File: src/hdl/tcw_pkg.sv
// shared types and constants for the text console writer
package tcw_pkg;

    localparam int COLUMNS = 100;
    localparam int ROWS    = 75;
    localparam int CELLS   = COLUMNS * ROWS;
    localparam int ADDR_W  = $clog2(CELLS);

    localparam logic [7:0] CODE_NULL     = 8'd0;
    localparam logic [7:0] CODE_LINEFEED = 8'd10;
    localparam logic [7:0] CODE_RETURN   = 8'd13;
    localparam logic [7:0] CODE_SPACE    = 8'd32;

    // last cycle of the row move, which is also the first cell of the bottom row
    localparam logic [ADDR_W-1:0] MOVE_LAST = ADDR_W'(CELLS - COLUMNS);
    localparam logic [ADDR_W-1:0] LAST_ADDR = ADDR_W'(CELLS - 1);

    typedef enum logic [1:0] {
        OP_PUT        = 2'd0,
        OP_READ       = 2'd1,
        OP_CLEAR      = 2'd2,
        OP_SET_CURSOR = 2'd3
    } tcw_op_t;

    typedef enum logic [1:0] {
        ST_IDLE,
        ST_CLEAR,
        ST_MOVE,
        ST_FILL
    } tcw_state_t;

    typedef struct packed {
        tcw_op_t    operation;
        logic [7:0] char_code;
        logic [6:0] row;
        logic [6:0] col;
    } tcw_cmd_t;

    typedef struct packed {
        logic [6:0] cursor_col;
        logic [6:0] cursor_row;
        logic [7:0] cell_data;
    } tcw_result_t;

    typedef struct packed {
        logic              we;
        logic [ADDR_W-1:0] waddr;
        logic [7:0]        wdata;
        logic              re;
        logic [ADDR_W-1:0] raddr;
    } tcw_mem_req_t;

    typedef struct packed {
        logic       done;
        logic       rd_ok;
        logic [6:0] cursor_col;
        logic [6:0] cursor_row;
    } tcw_status_t;

endpackage

File: src/hdl/tcw_ctrl.sv
// command sequencer: cursor, cell writes, clear and scroll sweeps
module tcw_ctrl (
    input  logic                  clk,
    input  logic                  rst_n,
    input  logic                  start,
    input  tcw_pkg::tcw_cmd_t     cmd,
    input  logic [7:0]            rdata,
    output logic                  busy,
    output tcw_pkg::tcw_mem_req_t req,
    output tcw_pkg::tcw_status_t  status
);
    import tcw_pkg::*;

    tcw_state_t        state_reg, state_next;
    logic [ADDR_W-1:0] cnt_reg, cnt_next;
    logic [6:0]        cx_reg, cx_next;
    logic [6:0]        cy_reg, cy_next;
    logic              done_reg, done_next;
    logic              rd_ok_reg, rd_ok_next;

    logic [ADDR_W-1:0] cur_addr;
    logic [ADDR_W-1:0] rd_addr;
    logic              rd_in_range;
    logic              at_bottom;
    logic              at_last_col;

    assign cur_addr    = ADDR_W'(32'(cy_reg) * COLUMNS + 32'(cx_reg));
    assign rd_addr     = ADDR_W'(32'(cmd.row) * COLUMNS + 32'(cmd.col));
    assign rd_in_range = (32'(cmd.row) < ROWS) && (32'(cmd.col) < COLUMNS);
    assign at_bottom   = 32'(cy_reg) >= ROWS - 1;
    assign at_last_col = 32'(cx_reg) + 1 >= COLUMNS;

    always_ff @(posedge clk or negedge rst_n)
    begin
        if (!rst_n)
        begin
            state_reg <= ST_CLEAR;
            cnt_reg   <= '0;
            cx_reg    <= '0;
            cy_reg    <= '0;
            done_reg  <= 1'b0;
            rd_ok_reg <= 1'b0;
        end
        else
        begin
            state_reg <= state_next;
            cnt_reg   <= cnt_next;
            cx_reg    <= cx_next;
            cy_reg    <= cy_next;
            done_reg  <= done_next;
            rd_ok_reg <= rd_ok_next;
        end
    end

    always_comb
    begin
        state_next = state_reg;
        cnt_next   = cnt_reg;
        cx_next    = cx_reg;
        cy_next    = cy_reg;
        done_next  = 1'b0;
        rd_ok_next = 1'b0;
        req        = '0;

        unique case (state_reg)
            ST_IDLE:
            begin
                if (start)
                begin
                    done_next = 1'b1;
                    unique case (cmd.operation)
                        OP_PUT:
                        begin
                            priority if (cmd.char_code == CODE_NULL)
                            begin
                                cx_next = cx_reg;
                            end
                            else if (cmd.char_code == CODE_RETURN)
                            begin
                                cx_next = '0;
                            end
                            else if (cmd.char_code == CODE_LINEFEED)
                            begin
                                cx_next = '0;
                                if (at_bottom)
                                begin
                                    state_next = ST_MOVE;
                                    cnt_next   = '0;
                                end
                                else
                                begin
                                    cy_next = cy_reg + 7'd1;
                                end
                            end
                            else
                            begin
                                req.we    = 1'b1;
                                req.waddr = cur_addr;
                                req.wdata = cmd.char_code;
                                if (at_last_col)
                                begin
                                    cx_next = '0;
                                    if (at_bottom)
                                    begin
                                        state_next = ST_MOVE;
                                        cnt_next   = '0;
                                    end
                                    else
                                    begin
                                        cy_next = cy_reg + 7'd1;
                                    end
                                end
                                else
                                begin
                                    cx_next = cx_reg + 7'd1;
                                end
                            end
                        end
                        OP_READ:
                        begin
                            req.re     = rd_in_range;
                            req.raddr  = rd_addr;
                            rd_ok_next = rd_in_range;
                        end
                        OP_CLEAR:
                        begin
                            state_next = ST_CLEAR;
                            cnt_next   = '0;
                        end
                        OP_SET_CURSOR:
                        begin
                            cy_next = (32'(cmd.row) < ROWS) ? cmd.row : 7'(ROWS - 1);
                            cx_next = (32'(cmd.col) < COLUMNS) ? cmd.col : 7'(COLUMNS - 1);
                        end
                    endcase
                end
            end
            ST_CLEAR:
            begin
                req.we    = 1'b1;
                req.waddr = cnt_reg;
                req.wdata = CODE_NULL;
                if (cnt_reg == LAST_ADDR)
                begin
                    state_next = ST_IDLE;
                end
                else
                begin
                    cnt_next = cnt_reg + 1'b1;
                end
            end
            ST_MOVE:
            begin
                // read one row ahead, write it back in the next cycle
                if (cnt_reg != MOVE_LAST)
                begin
                    req.re    = 1'b1;
                    req.raddr = ADDR_W'(32'(cnt_reg) + COLUMNS);
                end
                if (cnt_reg != '0)
                begin
                    req.we    = 1'b1;
                    req.waddr = cnt_reg - 1'b1;
                    req.wdata = rdata;
                end
                if (cnt_reg == MOVE_LAST)
                begin
                    state_next = ST_FILL;
                end
                else
                begin
                    cnt_next = cnt_reg + 1'b1;
                end
            end
            ST_FILL:
            begin
                req.we    = 1'b1;
                req.waddr = cnt_reg;
                req.wdata = CODE_SPACE;
                if (cnt_reg == LAST_ADDR)
                begin
                    state_next = ST_IDLE;
                end
                else
                begin
                    cnt_next = cnt_reg + 1'b1;
                end
            end
        endcase
    end

    assign busy              = (state_reg != ST_IDLE);
    assign status.done       = done_reg;
    assign status.rd_ok      = rd_ok_reg;
    assign status.cursor_col = cx_reg;
    assign status.cursor_row = cy_reg;

`ifndef NO_ASSERTIONS
    a_done_after_accept: assert property (@(posedge clk) disable iff (!rst_n)
        (start && !busy) |=> done_reg)
        else $error("accepted command produced no result");

    a_cursor_in_range: assert property (@(posedge clk) disable iff (!rst_n)
        (32'(cx_reg) < COLUMNS) && (32'(cy_reg) < ROWS))
        else $error("cursor outside the screen");

    a_write_source: assert property (@(posedge clk) disable iff (!rst_n)
        req.we |-> (state_reg != ST_IDLE) || start)
        else $error("memory write without command or sweep");

    a_move_then_fill: assert property (@(posedge clk) disable iff (!rst_n)
        (state_reg == ST_MOVE && cnt_reg == MOVE_LAST) |=>
        (state_reg == ST_FILL && cnt_reg == MOVE_LAST))
        else $error("row move did not hand over to bottom row fill");

    a_no_done_while_sweeping: assert property (@(posedge clk) disable iff (!rst_n)
        (busy && $past(busy)) |-> !done_reg)
        else $error("result strobe during a sweep");
`endif

endmodule

File: config.mk
export PLATFORM = sky130hd
export DESIGN_NAME = tcw_ctrl
export DESIGN_NICKNAME = d
export VERILOG_FILES = /design/src/hdl/tcw_pkg.sv /design/src/hdl/tcw_ctrl.sv
export SDC_FILE = /design/constraint.sdc
export NUM_CORES = 1
export LEC_CHECK = 0
export BUFFER_PORTS_ARGS = -buffer_cell sky130_fd_sc_hd__buf_2
export CORE_ASPECT_RATIO = 1.4
export CORE_MARGIN = 8
export CORE_UTILIZATION = 54
export DETAILED_ROUTE_END_ITERATION = 16
export PLACE_DENSITY = 0.75
export RECOVER_POWER = 100
export SYNTH_ARGS = -nofsm -noshare
export SYNTH_HDL_FRONTEND = slang
export SYNTH_SLANG_ARGS = --single-unit
File: constraint.sdc
create_clock -name clk -period 9.9 [get_ports clk]
set_input_delay 1.98 -clock clk [delete_from_list [all_inputs] [get_ports clk]]
set_output_delay 1.98 -clock clk [all_outputs]
set_load 0.02 [all_outputs]
==> run_results.csv <==
group,metric,value,unit
status,status,"complete, but fails checks",
status,violations,"capacitance limit, slew limit",
sta,period_minus_slack,7.04,ns
global_routing,grt-ovfl-total,0,
clock_network,cts_made_buffers,5,
critical_path,end_kind,"primary output",
logic_synthesis,synthFlopType,"dfrtp_1",
logic_synthesis,synth_area,4480,µm²
global_routing,grt_pass1_vias,4496,
power,leakage,0.00224,µW
logic_synthesis,ys_async_sr_fraction,1.00,
die,die_w,93.0,µm
sta,setup_viol,0,
clock_network,cts_buffer_depth,2,
hold_path,hold_depth,1,
die,io_pins,88,
critical_path,critPathMaxFanout,6,
die,row_count,39,
hold_path,min-delay-start,"cnt_reg[12]$_DFFE_PN0P_",
die,start_util,0.553,
sta,skew,0.00198,ns
die,core_area,8100,µm²
critical_path,crit_required,7.92,ns
logic_synthesis,ys_ff_latch,31,
detailed_routing,ant_nets,0,
final_layout,n_fill_cell,791,
critical_path,reg2reg_from,"cx_reg[0]$_DFFE_PN0P_",
final_layout,drive_gt1_frac,0.0805,
sta,max_freq,142,MHz
detailed_routing,firstDrtPassIters,4,
critical_path,critPathKind,"input pin to primary output",
detailed_routing,via_count,4458,
sta,slew_violations,32,
logic_synthesis,synth_top_family_by_area,"compound AO/OA/AOI/OAI gates",
logic_synthesis,ys_types,64,
global_routing,antenna_found_initial,0,
global_routing,grt_pass1_wl,21700,µm
logic_synthesis,avgSynthCellArea,8.14,µm²
hold_path,hp-class,"register to register",
final_layout,diodes,0,
detailed_routing,avgRoutedWirePerCell,19.2,µm
global_routing,groute.usage.overall,0.235,
sta,maxSlewHeadroom,-0.189,
critical_path,r2r_setup_slack,6.64,ns
power,vdd_drop_max,0.104,mV
global_routing,grt_max_degree,32,
logic_synthesis,yosysWarnings,0,
placement,io_buffers,87,
final_layout,layout.nets,734,
clock_network,cts_resized,0,
detailed_routing,via_per_inst,6.17,
sta,worstMarginPinSlew,1.78,ns
placement,place.gp.congestion,0.980,
hold_path,min_to,"cnt_reg[12]$_DFFE_PN0P_",
final_layout,largest_register_ffs,13,
critical_path,startpoint,"cmd[9]",
clock_network,cts_root_buf,"clkbuf_16",
logic_synthesis,synth-compound-area-share,0.242,
clock_network,cts.clk_slew.worst_paths,0.05,ns
clock_network,holdBufCountCts,0,
die,die-area,11500,µm²
sta,tns,0,ns
die,die_h,124,µm
clock_network,clkSinkCount,31,
final_layout,seqCellArea,777,µm²
critical_path,timing.rr.end,"cnt_reg[11]$_DFFE_PN0P_",
detailed_routing,drc,0,
sta,fin_crit_sh,0.711,
logic_synthesis,synth_nets,664,
logic_synthesis,synth-simple-area-share,0.186,
logic_synthesis,synth-xor-area-share,0.104,
logic_synthesis,yosysSeqAreaShare,0.173,
clock_network,post-cts-setup-buffer-count,0,
detailed_routing,wirelength,13900,µm
final_layout,finish.utilization,0.612,
logic_synthesis,synth_fa_ha_area_frac,0.231,
clock_network,htreeDepth,2,
logic_synthesis,synth_edf_count,0,
logic_synthesis,synth_mux_area_frac,0.00475,
logic_synthesis,syn_inst,550,
sta,hold_viol,0,
power,power_density,159,nW/µm²
critical_path,crit_path_start_kind,"input pin",
sta,rsz0062_at_grt,"no",
final_layout,multi_input_area,3380,µm²
clock_network,cts_tree,"done",
flow_run,cap_violations,1,
clock_network,clk_latency,0.28,ns
critical_path,r2r_cells,8,
sta,hold_ws,0.639,ns
final_layout,syn_to_final_growth,10.7,%
detailed_routing,drt_iter0_markers,254,
placement,dpl.hpwl,11100,µm
critical_path,worstPathArrival,5.06,ns
[critical path, cell delays in order]
cell and delay, ns:
buf_2 0.15, inv_1 0.06, ha_1 0.27, inv_1 0.04
ha_1 0.29, ha_1 0.32, fa_1 0.47, a21o_1 0.20
a21oi_1 0.24, xnor2_1 0.21, nand2_1 0.09, nor3_1 0.22
xnor2_1 0.12, o22ai_1 0.13, clkbuf_1 0.27
[power breakdown]
part | switching [µW] | leakage (µW) | internal (µW)
Combinational | 265 | 0.00182 | 161
Clock | 57.9 | 0.0000772 | 107
Sequential | 57.4 | 0.000348 | 143
[how the worst max path moves through the flow]
stage               to  cells after the start
2_1_floorplan  req[11]                     11
3_3_place_gp   req[11]                     15
3_5_place_dp   req[11]                     15
4_1_cts        req[11]                     15
5_1_grt        req[11]                     15
6_report       req[11]                     15
[through the flow]
step	cell area (µm²)	setup slack [ns]	std cells	total power [µW]
2_1_floorplan	4480	3.31	550	490
3_3_place_gp	4920	3.04	715	624
3_5_place_dp	4920	2.91	715	630
4_1_cts	5080	2.90	723	798
5_1_grt	4960	2.63	723	835
6_report	4960	2.86	723	791
[placed cells by master, fill, tap and decap left out, types with 3 or more instances in the layout]
master / n
and2_0: 4
nand2_1: 40
fa_1: 6
ha_1: 73
a21o_1: 10
buf_2: 32
nand3_1: 21
o21ai_0: 27
o21bai_1: 7
nor2b_1: 8
a31oi_1: 9
and2_1: 3
a211oi_1: 8
or2_2: 6
nor3_1: 14
nor4_1: 5
o211ai_1: 3
a22oi_1: 5
xor2_1: 18
nand4_1: 5
o21a_1: 3
nor2_1: 35
nand3b_1: 3
clkbuf_16: 5
xnor2_1: 35
nand2b_1: 4
o22ai_1: 23
dfrtp_1: 30
a21oi_1: 33
or3_1: 3
clkbuf_1: 56
a22o_1: 11
inv_1: 39
and3_1: 3
[area by class of cell]
cell class / instances / area share
clock buffers: 8 / 0.0315
well taps: 102 / 0.0257
repair buffers: 87 / 0.0739
multi-input cells: 456 / 0.683
inverters: 39 / 0.0295
flip-flops and latches: 31 / 0.157
[kinds of logic after synthesis]
kind of cell / count (synthesis)
compound gates: 160
xor+xnor: 53
fa+ha+maj: 79
buf+inv: 63
flops: 31
mux: 2
simple gates: 162
[cells in the mapped netlist, types with 5 or more instances]
| cell type | count | area [µm²] |
|---|---|---|
| nor2b_1 | 7 | 43.8 |
| nand2_1 | 40 | 150 |
| and2_1 | 7 | 43.8 |
| inv_1 | 39 | 146 |
| a21oi_1 | 33 | 165 |
| clkbuf_1 | 16 | 60.1 |
| a211oi_1 | 7 | 52.6 |
| ha_1 | 73 | 913 |
| a31oi_1 | 9 | 56.3 |
| a21o_1 | 10 | 75.1 |
| xor2_1 | 18 | 158 |
| o22ai_1 | 23 | 144 |
| nor3_1 | 14 | 70.1 |
| nand3_1 | 21 | 105 |
| xnor2_1 | 35 | 307 |
| o21ai_0 | 26 | 130 |
| or2_2 | 6 | 37.5 |
| nor2_1 | 35 | 131 |
| a22o_1 | 11 | 96.3 |
| a22oi_1 | 5 | 37.5 |
| nand4_1 | 5 | 31.3 |
| dfrtp_1 | 30 | 751 |
| o21bai_1 | 7 | 52.6 |
| fa_1 | 6 | 120 |
[layer usage]
| layer | part of all wire | track usage | routed length, µm | up-vias |
|---|---|---|---|---|
| met5 | 0 | 0 | 0 | - |
| met4 | 0.041 | 0.112 | 568 | 0 |
| met3 | 0.041 | 0.0320 | 567 | 44 |
| met2 | 0.53 | 0.447 | 7350 | 151 |
| met1 | 0.39 | 0.248 | 5370 | 2122 |
| li1 | - | - | - | 2141 |
No activity file was read; power rests on OpenSTA's default activity.
